File: src/design/ordered_set_kth_largest_top_macros.svh
// assertion macros used by the ordered set top design file
`ifndef ORDERED_SET_KTH_LARGEST_TOP_MACROS_SVH
`define ORDERED_SET_KTH_LARGEST_TOP_MACROS_SVH
`ifndef SYNTHESIS
// same-cycle implication
`define OSKL_ASSERT_IMP(label, clk, rst_n, ante, cons, msg) \
    label: assert property (@(posedge clk) disable iff (!rst_n) (ante) |-> (cons)) \
        else $error(msg);
// next-cycle implication
`define OSKL_ASSERT_NEXT(label, clk, rst_n, ante, cons, msg) \
    label: assert property (@(posedge clk) disable iff (!rst_n) (ante) |=> (cons)) \
        else $error(msg);
`else
`define OSKL_ASSERT_IMP(label, clk, rst_n, ante, cons, msg)
`define OSKL_ASSERT_NEXT(label, clk, rst_n, ante, cons, msg)
`endif
`endif

File: src/design/oskl_pkg.sv
package oskl_pkg;

    // store geometry
    localparam int KEY_BITS   = 32;
    localparam int CAPACITY   = 1024;
    localparam int COUNT_W    = $clog2(CAPACITY + 1);
    localparam int IDX_W      = $clog2(CAPACITY);
    localparam int RANK_W     = 11;
    localparam int CMP_W      = (COUNT_W > RANK_W) ? COUNT_W : RANK_W;

    // two-level reduction tree over the cells
    localparam int GROUP_BITS = (IDX_W + 1) / 2;
    localparam int GROUP      = 1 << GROUP_BITS;
    localparam int NUM_GROUPS = (CAPACITY + GROUP - 1) / GROUP;
    localparam int PAD_CAP    = NUM_GROUPS * GROUP;

    // command codes
    localparam logic [1:0] CMD_INSERT = 2'd0;
    localparam logic [1:0] CMD_REMOVE = 2'd1;
    localparam logic [1:0] CMD_QUERY  = 2'd2;

    // status codes
    localparam logic [1:0] ST_DONE    = 2'd0;
    localparam logic [1:0] ST_IGNORED = 2'd1;
    localparam logic [1:0] ST_FULL    = 2'd2;
    localparam logic [1:0] ST_RANGE   = 2'd3;

    typedef enum logic [1:0] {
        S_IDLE,
        S_GROUP,
        S_FINAL,
        S_APPLY
    } state_t;

    typedef struct packed {
        logic [1:0]                 cmd;
        logic signed [KEY_BITS-1:0] key;
        logic [RANK_W-1:0]          rank;
    } req_t;

    typedef struct packed {
        logic signed [KEY_BITS-1:0] kth_key;
        logic                       found;
        logic [1:0]                 status;
        logic [COUNT_W-1:0]         held_count;
    } rsp_t;

    // broadcast to every cell
    typedef struct packed {
        logic signed [KEY_BITS-1:0] key;
        logic [COUNT_W-1:0]         count;
        logic [IDX_W-1:0]           qidx;
        logic                       q_en;
        logic                       ins_en;
        logic                       rem_en;
    } cell_ctl_t;

    // reduction tree load strobes
    typedef struct packed {
        logic grp_load;
        logic fin_load;
    } red_ctl_t;

endpackage

File: src/design/oskl_cell.sv
module oskl_cell
    import oskl_pkg::*;
(
    input  logic                       clk,
    input  logic [IDX_W-1:0]           slot,
    input  cell_ctl_t                  ctl,
    input  logic signed [KEY_BITS-1:0] left_key,
    input  logic                       left_ge,
    input  logic signed [KEY_BITS-1:0] right_key,
    output logic signed [KEY_BITS-1:0] key,
    output logic                       ge,
    output logic                       eq,
    output logic [KEY_BITS-1:0]        pick
);

    logic signed [KEY_BITS-1:0] key_reg;
    logic signed [KEY_BITS-1:0] key_next;
    logic                       occupied;
    logic                       selected;

    // slot holds a live key below the fill count
    assign occupied = COUNT_W'(slot) < ctl.count;
    assign selected = ctl.q_en && (slot == ctl.qidx);

    // empty slots act as plus infinity so ge stays monotone along the row
    assign ge   = !occupied || (key_reg >= ctl.key);
    assign eq   = occupied && (key_reg == ctl.key);
    assign pick = selected ? key_reg : '0;
    assign key  = key_reg;

    // shift up on insert, shift down on remove, from the insert or remove point onward
    always_comb
    begin
        key_next = key_reg;
        if (ctl.ins_en && ge)
        begin
            key_next = left_ge ? left_key : ctl.key;
        end
        else if (ctl.rem_en && ge)
        begin
            key_next = right_key;
        end
    end

    always_ff @(posedge clk)
    begin
        key_reg <= key_next;
    end

endmodule

File: config.mk
export PLATFORM = sky130hd
export DESIGN_NAME = oskl_cell
export DESIGN_NICKNAME = d
export VERILOG_FILES = /design/src/design/ordered_set_kth_largest_top_macros.svh /design/src/design/oskl_pkg.sv /design/src/design/oskl_cell.sv
export SDC_FILE = /design/constraint.sdc
export NUM_CORES = 1
export LEC_CHECK = 0
export BUFFER_PORTS_ARGS = -buffer_cell sky130_fd_sc_hd__buf_2
export CORE_UTILIZATION = 35
export CTS_BUF_LIST = sky130_fd_sc_hd__clkbuf_4 sky130_fd_sc_hd__clkbuf_8
export CTS_CLUSTER_SIZE = 16
export DETAILED_ROUTE_END_ITERATION = 10
export PLACE_DENSITY = 0.67
export SYNTH_ARGS = -nofsm -noshare
export SYNTH_HDL_FRONTEND = slang
export SYNTH_SLANG_ARGS = --single-unit
File: constraint.sdc
create_clock -name clk -period 3.99 [get_ports clk]
set_clock_uncertainty 0.1 [all_clocks]
set_input_delay 0.798 -clock clk [delete_from_list [all_inputs] [get_ports clk]]
set_output_delay 0.798 -clock clk [all_outputs]
set_load 0.01 [all_outputs]
==> metrics.md, run 1 <==
| Metric | Value |
|---|---|
| Outcome | `complete, but fails checks` |
| Violations in the final reports | `design-rule violations` |
| Final GP Congestion | `0.801` |
| Vias in the first global route | `3,067` |
| Yosys cell types | `38` |
| Layer with the highest usage | `met2` |
| Hold_sp | `right_key[23]` |
| Most frequent standard cell in the layout excluding fill and tap cells | `sky130_fd_sc_hd__buf_2` |
| Sequential-to-total area share from yosys stat | `0.299` |
| Flip-flop count of the largest register, all copies and words added | `32` |
| Worst Setup End Kind | `output port` |
| Number of port buffers | `approximately 200` |
| Post-synthesis net count | `510` |
| Clock Tree Buf Depth | `2` |
| Row Count | `34` |
| Max-cap violations | `0` |
| Top cell type's share of synthesized area | `0.299` |
| Core region area | `8810 um2` |
| Crit path max fanout | `2` |
| Overall routing resource usage | `0.191` |
| Number of antenna violations at the first check in global routing | `0` |
| RR Endpoint | `key[31]` |
| IR Drop Worst-Case VDD | `0.212 mV` |
| Synth-to-Final Area Change | `37.7%` |
| Worst Path Arrival | `2920 ps` |
| RSZ-0062 raised after global routing | `false` |
| Setup-failing EPs final | `0` |
| Boundary Pins | `198` |
| Crit share post-route | `0.956` |
| Floorplan die width | `between 90 and 100 um` |
| Chip Height | `97.9 um` |
| Average cell area after synthesis | `9.54 um2` |
| Final std cell area, no fill | `4430 um2` |
| Total Die Area | `9570 um2` |
| Launch instance of the worst register-to-register path | `key[17]` |
| Total setup buffers inserted after CTS | `0` |
| Total vias in the final route | `3,104` |
| Final WL | `8920 um` |
| Ranking of synthesized cells by area | `sky130_fd_sc_hd__edfxtp_1 (30%), sky130_fd_sc_hd__ha_1 (16%), sky130_fd_sc_hd__mux2_4 (14%)` |
| Post-synthesis register bit count | `32` |
| Areal power density over the cells | `417 nW/um2` |
| Clock tree from TritonCTS | `built` |
| Post-DR vias/cell | `4.84` |
| Normalized max-slew margin | `0.387` |
| ANT cells | `0` |
| Count of routing violations after the opening detailed-route iteration | `117` |
| Root Driver | `sky130_fd_sc_hd__clkbuf_8` |
| Setup slack of the most critical reg-to-reg path | `~840 ps` |
| Number of optimization iterations in the first detailed-route pass | `7` |
| Worst min-delay path endpoint | `key[23]` |
| Total overflow reported by the global router | `0` |
| Cell taking the most area after synthesis | `sky130_fd_sc_hd__edfxtp_1` |
| GR Util met2 | `0.361` |
| Residual DRC | `30` |
| Timing-limited maximum frequency | `262 MHz` |
| Accumulated negative setup slack | `0 ps` |
| Post-Synthesis Cells | `337` |
| Mapped cell area | `3220 um2` |
| Hold Path Class | `in2reg` |
| Cell area after placement | `4340 um2` |
| Fraction of layout instances using a drive strength above 1 | `0.467` |
| Count of H-tree levels built during CTS | `2` |
| Final worst path period need | `3820 ps` |
| Per-cell routed wire length | `around 14 um` |
| Critical path type | `in2out` |
| Static power due to leakage | `2.43 nW` |
| Met3 layer usage reported by global route | `0.0358` |
| Final count of pins violating max slew | `0` |
| Leading cell types in the layout, fill and taps excluded | `sky130_fd_sc_hd__buf_2 (197), sky130_fd_sc_hd__inv_1 (42), sky130_fd_sc_hd__ha_1 (41)` |
| Detailed Place HPWL | `7340 um` |
| Count of hold-fix buffers inserted at cts | `0` |
| Number of gates given a new drive strength after cts | `0` |
| Number of stages on the worst hold path | `2` |
| Reg2reg path depth | `9` |
| Required time of the critical path | `3090 ps` |
| Met1 Resource Use GR | `0.220` |
| Critical path launch point type | `input port` |
| Syn. warnings | `0` |
| Global-route wire length before repair | `14,400 um` |
| Count of nets after finishing | `705` |
| Count of antenna-violating nets left after detailed routing | `0` |
| Number of buffers created by CTS | `5` |
| Clk_lat worst skew | `280 ps` |
| Transition time at the pin with the least slew margin | `920 ps` |
| Number of failing hold endpoints at the final stage | `0` |
| Largest net degree at the start of global routing | `between 60 and 70` |
| Initial Utilization | `0.365` |
| TritonCTS sink count | `32` |
| Clock-pin slew reported for the worst setup and hold paths after clock tree synthesis | `around 70 ps` |
## synthesized netlist by cell type (all sizes together)
cell type   n
o21a        2
nand2b      2
a211oi      1
mux2       33
edfxtp     32
a221o       1
nor3        1
buf         3
clkbuf     10
a21oi      15
o211ai      1
nand3       7
and4        4
a31oi       1
and2       32
o2bb2ai     1
inv        42
o31ai       2
and3        1
a21boi      1
o22ai       1
ha         41
nor2b       1
nor3b       1
nand4       7
nor2        4
a211o       1
nor4        2
a2111oi     1
xnor2      10
a21o        6
o21ai      33
nand2      37
## critical path, stage by stage
cell	delay [ps]
sky130_fd_sc_hd__buf_2	70
sky130_fd_sc_hd__inv_1	40
sky130_fd_sc_hd__ha_1	310
sky130_fd_sc_hd__a21oi_1	120
sky130_fd_sc_hd__o21ai_0	150
sky130_fd_sc_hd__a221o_1	410
sky130_fd_sc_hd__a2111oi_4	410
sky130_fd_sc_hd__nand4_1	220
sky130_fd_sc_hd__and2_2	230
sky130_fd_sc_hd__buf_2	140
## power by group
group	total, mW	switching, mW	internal, mW	leakage, nW
clock network	0.250	0.115	0.135	0.0467
registers	0.654	0.0982	0.556	0.314
logic	0.944	0.474	0.469	2.07
## through the flow
stage	setup slack, ps	power (mW)	hold slack [ps]	util	instances
final	175	1.85	715	0.503	641
after global routing	39.3	2.00	704	0.503	641
after CTS	148	1.88	706	0.503	641
after detailed placement	154	1.62	1000	0.493	633
after global placement	197	1.60	1000	0.493	633
after floorplan	264	1.24	915	-	337
## layer usage
layer / wire (um) / vias up
met5: 0 / -
met4: 94 / 0
met3: 569 / 7
met2: 4550 / 130
met1: 3710 / 1395
li1: - / 1572
## logic make-up (layout without fill, tap and decap cells)
kind of cell	count (synthesis)	in the layout	synth area share
AO/OA/AOI/OAI	67	67	0.126
flip-flops	32	32	0.299
adder cells (fa/ha/maj)	41	41	0.160
AND/OR/NAND/NOR	99	99	0.166
XOR/XNOR	10	10	0.0272
buffers and inverters	55	251	0.0712
multiplexers	33	33	0.151
## how the worst max path moves through the flow
stage	from	endpoint	slack, ps	cells past startpoint
6_report	ctl[41]	ge	170	10
5_1_grt	ctl[41]	ge	40	10
4_1_cts	ctl[41]	ge	150	10
3_5_place_dp	ctl[41]	ge	150	10
3_3_place_gp	ctl[43]	ge	200	10
2_1_floorplan	ctl[46]	key[0]	260	8
## area by class of cell
| type | count | area [um2] |
|---|---|---|
| fill | 842 | 4380 |
| multi-input combinational | 250 | 2030 |
| timing repair buffer | 201 | 1050 |
| sequential | 32 | 961 |
| inverter | 42 | 158 |
| tap | 108 | 135 |
| clock buffer | 7 | 83.8 |
| clock inverter | 1 | 3.75 |
No activity file was read; power rests on OpenSTA's default activity.
==> run 2, diff against run 1 <==
- ABC_AREA: default -> 1
==> run 2 against run 1 <==
  * The run now ends clean
  * Fmax is 13% higher
  * Hold slack worse by 35 ps
  * Global-route usage is 1.1 points higher
  * Largest cell class unchanged
  * Critical path depth is 1 higher
  * Wire length is 10% higher
  * Clock power is 2% higher
==> metrics.md, run 2 <==
| Metric | Value |
|---|---|
| Ranking of synthesized cells by area | `sky130_fd_sc_hd__edfxtp_1 (29%), sky130_fd_sc_hd__nand2_1 (16%), sky130_fd_sc_hd__ha_1 (16%)` |
| Number of port buffers | `197 (unchanged)` |
| Final GP Congestion | `0.905 (+13%)` |
| Ys flop type | `sky130_fd_sc_hd__edfxtp_1` |
| Outcome | `completed` |
| CP dominant cell by count | `sky130_fd_sc_hd__nand2_1` |
| FILL cells | `905 (+7.5%)` |
| Total vias in the final route | `3,689 (+19%)` |
| Most frequent standard cell in the layout excluding fill and tap cells | `sky130_fd_sc_hd__buf_2` |
| Static power due to leakage | `2.71 nW (+11%)` |
| Final WL | `9840 um (+10%)` |
| Core region area | `8890 um2 (+0.97%)` |
| Max-cap violations | `0 (unchanged)` |
| Hold Path Class | `in2reg` |
| WP buf/inv | `3 (unchanged)` |
| Critical path type | `in2out` |
| Slowest Stage Delay on Critical Path | `330 ps (-80 ps)` |
| Number of buffers created by CTS | `5 (unchanged)` |
| Areal power density over the cells | `438 nW/um2 (+5.0%)` |
| Post-Synthesis Cells | `484 (+44%)` |
| RSZ-0062 raised after global routing | `false` |
| Overall routing resource usage | `0.202 (+0.0114)` |
| Worst path top cell family by delay | `simple AND/OR/NAND/NOR gates` |
| Largest net degree at the start of global routing | `64 (unchanged)` |
| IR Drop Worst-Case VDD | `0.182 mV (-14%)` |
| XOR/XNOR share of the synthesized area | `0.00801 (-0.0192)` |
| Flip-flop count of the largest register, all copies and words added | `32 (unchanged)` |
| Per-cell routed wire length | `12.5 um (-9.9%)` |
| Count of nets after finishing | `848 (+20%)` |
| Syn. warnings | `0 (unchanged)` |
| Cell taking the most area after synthesis | `sky130_fd_sc_hd__edfxtp_1` |
| Worst Path Arrival | `2490 ps (-430 ps)` |
| Sequential-to-total area share from yosys stat | `0.293 (-0.00593)` |
| Count of H-tree levels built during CTS | `2 (unchanged)` |
| Share of synthesized cell area in and, or, nand and nor gates | `0.294 (+0.128)` |
| Yosys cell types | `30 (-21%)` |
| Leading cell types in the layout, fill and taps excluded | `sky130_fd_sc_hd__buf_2 (197), sky130_fd_sc_hd__nand2_1 (141), sky130_fd_sc_hd__inv_1 (92)` |
| Most used standard cell by instance count after synthesis | `sky130_fd_sc_hd__nand2_1` |
| Total Die Area | `9760 um2 (+2.0%)` |
| Transition time at the pin with the least slew margin | `944 ps (+23.7 ps)` |
| Count of antenna-violating nets left after detailed routing | `0 (unchanged)` |
| Mapped cell area | `3280 um2 (+2.0%)` |
| Boundary Pins | `198 (unchanged)` |
| Count of routing violations after the opening detailed-route iteration | `151 (+29%)` |
| Initial Utilization | `0.369 (+0.00382)` |
| Final Hold Slack | `679 ps (-35.2 ps)` |
| Compound-gate portion of the synthesized area | `0.107 (-0.0193)` |
| Post-synth top cells | `sky130_fd_sc_hd__nand2_1 (141), sky130_fd_sc_hd__inv_1 (92), sky130_fd_sc_hd__nor2_1 (43), sky130_fd_sc_hd__ha_1 (41), sky130_fd_sc_hd__o21ai_0 (37)` |
| Average cell area after synthesis | `6.78 um2 (-29%)` |
| Clock tree from TritonCTS | `built` |
| Post-DR vias/cell | `4.70 (-3.0%)` |
| Clock-pin slew reported for the worst setup and hold paths after clock tree synthesis | `70 ps (about the same)` |
| Accumulated negative setup slack | `0 ps (unchanged)` |
| Crit share post-route | `0.848 (-0.108)` |
| Number of optimization iterations in the first detailed-route pass | `4 (-3)` |
| Total setup buffers inserted after CTS | `0 (unchanged)` |
| Final count of pins violating max slew | `0 (unchanged)` |
| TritonCTS sink count | `32 (unchanged)` |
| Post-synthesis mux area share | `0.00343 (-0.147)` |
| Fraction of layout instances using a drive strength above 1 | `0.321 (-0.146)` |
| Main combinational cell family by area after synthesis | `simple AND/OR/NAND/NOR gates` |
| Synth-to-Final Area Change | `35.2%` |
| Post-synthesis net count | `657 (+29%)` |
| Number of failing hold endpoints at the final stage | `0 (unchanged)` |
| Top cell type's share of synthesized area | `0.293 (-0.00593)` |
| Final worst path period need | `3380 ps (-432 ps)` |
| Row Count | `34 (unchanged)` |
| Vias in the first global route | `3,518 (+15%)` |
| Floorplan die width | `98.8 um (+0.99%)` |
| Timing-limited maximum frequency | `296 MHz (+13%)` |
| FFs w/ async S/R, synth | `0 (unchanged)` |
| Clk_lat worst skew | `280 ps (about the same)` |
| Cells traversed along the worst timing path | `buf_2, inv_1, ha_1, nand2_1, nor2_2, nand2_1, nor4_2, nand2_1, nand3_2, nand4_4, buf_2` |
| Global-route wire length before repair | `15,800 um (+9.7%)` |
| Max stage delay cell, worst path | `sky130_fd_sc_hd__ha_1` |
| Worst Setup End Kind | `output port` |
| Setup-failing EPs final | `0 (unchanged)` |
| Number of enable flip-flop cells after synthesis | `32 (unchanged)` |
| Normalized max-slew margin | `0.371 (-0.0158)` |
| Number of antenna violations at the first check in global routing | `1 (+1)` |
| Post-synthesis register bit count | `32 (unchanged)` |
| Clock Tree Buf Depth | `2 (unchanged)` |
| Number of gates given a new drive strength after cts | `0 (unchanged)` |
| Residual DRC | `0 (-100%)` |
| Root Driver | `sky130_fd_sc_hd__clkbuf_8` |
| Critical path launch point type | `input port` |
| Crit path max fanout | `16 (+14)` |
| Adder and majority gate portion of the synthesized area | `0.156 (-0.00316)` |
| Required time of the critical path | `3090 ps (about the same)` |
| Chip Height | `98.8 um (+0.99%)` |
| Detailed Place HPWL | `8040 um (+9.5%)` |
| Count of hold-fix buffers inserted at cts | `0 (unchanged)` |
| Total overflow reported by the global router | `0 (unchanged)` |
run 2: where the power goes:
part / switching (mW) / internal [mW]
Combinational: 0.620 / 0.388
Clock: 0.119 / 0.135
Sequential: 0.109 / 0.573
Total: 0.848 / 1.10
run 2: cell families (layout without fill, tap and decap cells):
family	count (synthesis)	after routing
muxes	1	1
DFF	32	32
buffers and inverters	112	304
xor gates and xnor gates	3	3
AOI/OAI and AO/OA	65	65
and+or+nand+nor	230	230
adders and majority gates	41	41
other	0	1
run 2: area by class of cell:
| type | count | area (um2) | share of cell area |
|---|---|---|---|
| repair buffers | 204 | 1040 | 0.234 |
| well taps | 108 | 135 | 0.0305 |
| multi-input cells | 340 | 1870 | 0.421 |
| diodes | 1 | 2.50 | 0.000564 |
| flip-flops and latches | 32 | 961 | 0.217 |
| clock inverters | 1 | 3.75 | 0.000846 |
| clock buffers | 7 | 83.8 | 0.0189 |
| inverters | 92 | 345 | 0.0779 |
run 2: path summary, 6_finish.rpt:
check	startpoint	to	slack, ps	cells past startpoint
worst min register to register	key[31]	key[18]	1040	5
worst max-delay path	ctl[55]	ge	610	11
worst max register to register	key[31]	key[5]	1040	13
worst min-delay path	right_key[29]	key[29]	680	3
run 2: worst register-to-register path, cell delays in order (launching register included):
cell                       delay [ps]
sky130_fd_sc_hd__edfxtp_1         440
sky130_fd_sc_hd__ha_1             370
sky130_fd_sc_hd__nand2_1          100
sky130_fd_sc_hd__nor2_2           120
sky130_fd_sc_hd__nand2_1           90
sky130_fd_sc_hd__nor4_2           210
sky130_fd_sc_hd__nand2_1          140
sky130_fd_sc_hd__nand2_1           70
sky130_fd_sc_hd__nand2_1           70
sky130_fd_sc_hd__nand4_4          180
sky130_fd_sc_hd__buf_4            310
sky130_fd_sc_hd__nand2_4          290
sky130_fd_sc_hd__nand2_1          160
sky130_fd_sc_hd__nand2_1           70
run 2: per-stage QoR:
stage | setup WS (ps) | std cells | power, mW | area (um2) | util
2_1_floorplan | 666 | 484 | 1.34 | 3280 | -
3_3_place_gp | 571 | 776 | 1.68 | 4350 | 0.489
3_5_place_dp | 545 | 776 | 1.71 | 4350 | 0.489
4_1_cts | 572 | 784 | 1.97 | 4430 | 0.499
5_1_grt | 359 | 784 | 2.13 | 4430 | 0.499
6_report | 607 | 785 | 1.94 | 4440 | 0.499
run 2: metal layers:
metal  part of all wire  global-route usage  routed length (um)  up-vias
met5                  0                   0                   0        -
met4              0.018              0.0574                 178        0
met3              0.070              0.0376                 694       14
met2               0.48               0.369                4740      164
met1               0.43               0.241                4230     1584
li1                   -                   -                   -     1927
==> run 3, diff against run 2 <==
- ABC_AREA: 1 -> 0
- PLACE_DENSITY: 0.67 -> 0.7
- clock period: 3.99 -> 3 ns (I/O delays scaled with it)
==> run 3 against run 2 <==
  * First-iteration DRC count down 33%
  * Sequential share of layout area down 2.0 points
  * Register-to-register slack worse by 1000 ps
  * Worst setup slack worse by 670 ps
  * The run now ends with design-rule violations, negative setup slack left
  * Cell count down 14%
  * Power up 46%
  * Combinational power up 62%
  * Clock power up 28%
  * Design area up 10%
==> metrics.md, run 3 (synthesis results as in run 1) <==
| Metric | Value |
|---|---|
| Power spent charging and discharging nets | `1.05 mW (+23%)` |
| Transition time at the pin with the least slew margin | `578 ps (-366 ps)` |
| TritonCTS sink count | `32 (unchanged)` |
| Hold Path Class | `in2reg` |
| Clock Tree Buf Depth | `2 (unchanged)` |
| Multi-input gate area | `2170 um2 (+16%)` |
| Worst Setup End Kind | `output port` |
| Count of routing violations after the opening detailed-route iteration | `101 (-33%)` |
| Static power due to leakage | `2.64 nW (-2.6%)` |
| RSZ-0062 raised after global routing | `true` |
| Setup slack at placement | `-361 ps (-906 ps)` |
| Count of H-tree levels built during CTS | `2 (unchanged)` |
| Part of the power in the clock network | `0.114 (-0.017)` |
| Number of optimization iterations in the first detailed-route pass | `7 (+3)` |
| Crit path max fanout | `3 (-13)` |
| Global-route wire length before repair | `15,200 um (-4.0%)` |
| Vias in the first global route | `3,243 (-7.8%)` |
| Total overflow reported by the global router | `0 (unchanged)` |
| Number of port buffers | `197 (unchanged)` |
| Max-cap violations | `0 (unchanged)` |
| Fraction of layout instances using a drive strength above 1 | `0.535 (+0.214)` |
| Leading cell types in the layout, fill and taps excluded | `sky130_fd_sc_hd__buf_2 (196), sky130_fd_sc_hd__nand2_1 (37), sky130_fd_sc_hd__inv_1 (36)` |
| Total vias in the final route | `3,245 (-12%)` |
| Post-DR vias/cell | `4.80 (+2.1%)` |
| Sequential cell area in the final layout | `961 um2 (unchanged)` |
| Number of buffers created by CTS | `5 (unchanged)` |
| Timing-limited maximum frequency | `between 300 and 400 MHz` |
| Core region area | `8810 um2 (-0.96%)` |
| FILL cells | `801 (-11%)` |
| Final count of pins violating max slew | `0 (unchanged)` |
| Relative contribution of combinational cells to total power | `0.577 (+0.059)` |
| Initial Utilization | `0.365 (-0.00382)` |
| Worst Path Arrival | `2360 ps (-130 ps)` |
| Row Count | `34 (unchanged)` |
| Layout Utilization | `0.555 (+0.0564)` |
| Setup-failing EPs final | `1 (+1)` |
| Worst Setup Slack, final | `-62.5 ps (-669 ps)` |
| Outcome | `complete, but fails checks` |
| Residual DRC | `26 (+26)` |
| IR Drop Worst-Case VDD | `0.315 mV (+73%)` |
| Switching power share of the total | `0.368 (-0.0688)` |
| Per-cell routed wire length | `14.4 um (+15%)` |
| Boundary Pins | `198 (unchanged)` |
| Clock-pin slew reported for the worst setup and hold paths after clock tree synthesis | `70 ps (about the same)` |
| Final worst path period need | `3060 ps` |
| Count of antenna-violating nets left after detailed routing | `0 (unchanged)` |
| Normalized max-slew margin | `0.615 (+0.244)` |
| Final WL | `9710 um (-1.4%)` |
| Count of nets after finishing | `741 (-13%)` |
| Sequential cell fraction of total power | `0.308 (-0.043)` |
| Number of failing hold endpoints at the final stage | `0 (unchanged)` |
| Clock tree from TritonCTS | `built` |
| Required time of the critical path | `2300 ps (-790 ps)` |
| Synth-to-Final Area Change | `52.1%` |
| Areal power density over the cells | `582 nW/um2 (+33%)` |
| Chip Height | `97.9 um (-0.98%)` |
| Overall routing resource usage | `0.200 (-0.00225)` |
| Crit share post-route | `1.02` |
| Internal Dissipation | `1.80 mW (+64%)` |
| Clk_lat worst skew | `280 ps (about the same)` |
| Count of hold-fix buffers inserted at cts | `0 (unchanged)` |
| Non-filler cells in the finished layout | `676 (-14%)` |
| Critical path launch point type | `flop` |
| Total Die Area | `9570 um2 (-1.9%)` |
| Number of antenna violations at the first check in global routing | `0 (-1)` |
| Violations in the final reports | `design-rule violations, negative setup slack` |
| Most frequent standard cell in the layout excluding fill and tap cells | `sky130_fd_sc_hd__buf_2` |
| ANT cells | `0 (-1)` |
| Root Driver | `sky130_fd_sc_hd__clkbuf_8` |
| Final GP Congestion | `0.794 (-12%)` |
| Number of instances in the placed design | `650 (-16%)` |
| Largest net degree at the start of global routing | `41 (-36%)` |
| Detailed Place HPWL | `7660 um (-4.7%)` |
| Flip-flop count of the largest register, all copies and words added | `32 (unchanged)` |
| Floorplan die width | `97.9 um (-0.98%)` |
| Critical path type | `reg2out` |
run 3: through the flow:
step	hold slack, ps	total power, mW	instance area (um2)	TNS, ps
floorplan	717	1.66	3230	0
global placement	802	2.16	4460	-13480
detailed placement	804	2.20	4460	-20010
CTS	508	2.70	4690	-3130
global route	506	3.04	4890	-2040
finish	515	2.84	4890	-62.5
run 3: what timing repair did:
item                                    CTS  global route
pin swaps                                 8             9
endpoints found under the setup margin   34            65
setup buffers                             5            10
cloned                                    3             1
gates resized for setup                   8            23
run 3: power by group through the flow:
stage	registers (mW)	clock network [mW]	logic, mW
floorplan	0.923	0	0.737
global placement	0.868	0	1.29
detailed placement	0.880	0	1.32
CTS	0.870	0.333	1.49
global route	0.902	0.345	1.80
finish	0.877	0.325	1.64
run 3: path summary, 6_finish.rpt:
path,start,endpoint,slack (ps),depth (start not counted)
setup reg to reg,key[22],key[31],10,10
hold reg to reg,key[31],key[0],1370,6
setup / recovery,key[22],ge,-60,7
hold / removal,right_key[14],key[14],520,2
run 3: cell type report:
| class | instances | share of cell area |
|---|---|---|
| Multi-Input combinational cell | 251 | 0.443 |
| Timing Repair Buffer | 236 | 0.284 |
| Sequential cell | 32 | 0.197 |
| Inverter | 42 | 0.0322 |
| Tap cell | 108 | 0.0276 |
| Clock buffer | 6 | 0.0156 |
| Clock inverter | 1 | 0.00102 |
run 3: metal layers:
layer / share of wire / vias up / GRT usage
met5: 0 / - / 0
met4: 0.0081 / 0 / 0.0466
met3: 0.059 / 6 / 0.0379
met2: 0.51 / 133 / 0.366
met1: 0.43 / 1461 / 0.240
li1: - / 1645 / -
run 3: critical path, stage by stage (launching register included):
cell                        delay [ps]
sky130_fd_sc_hd__edfxtp_1          440
sky130_fd_sc_hd__ha_4              280
sky130_fd_sc_hd__and4_4            190
sky130_fd_sc_hd__a221o_1           380
sky130_fd_sc_hd__a2111oi_4         330
sky130_fd_sc_hd__a21o_2            200
sky130_fd_sc_hd__and2_4            160
sky130_fd_sc_hd__buf_6             100
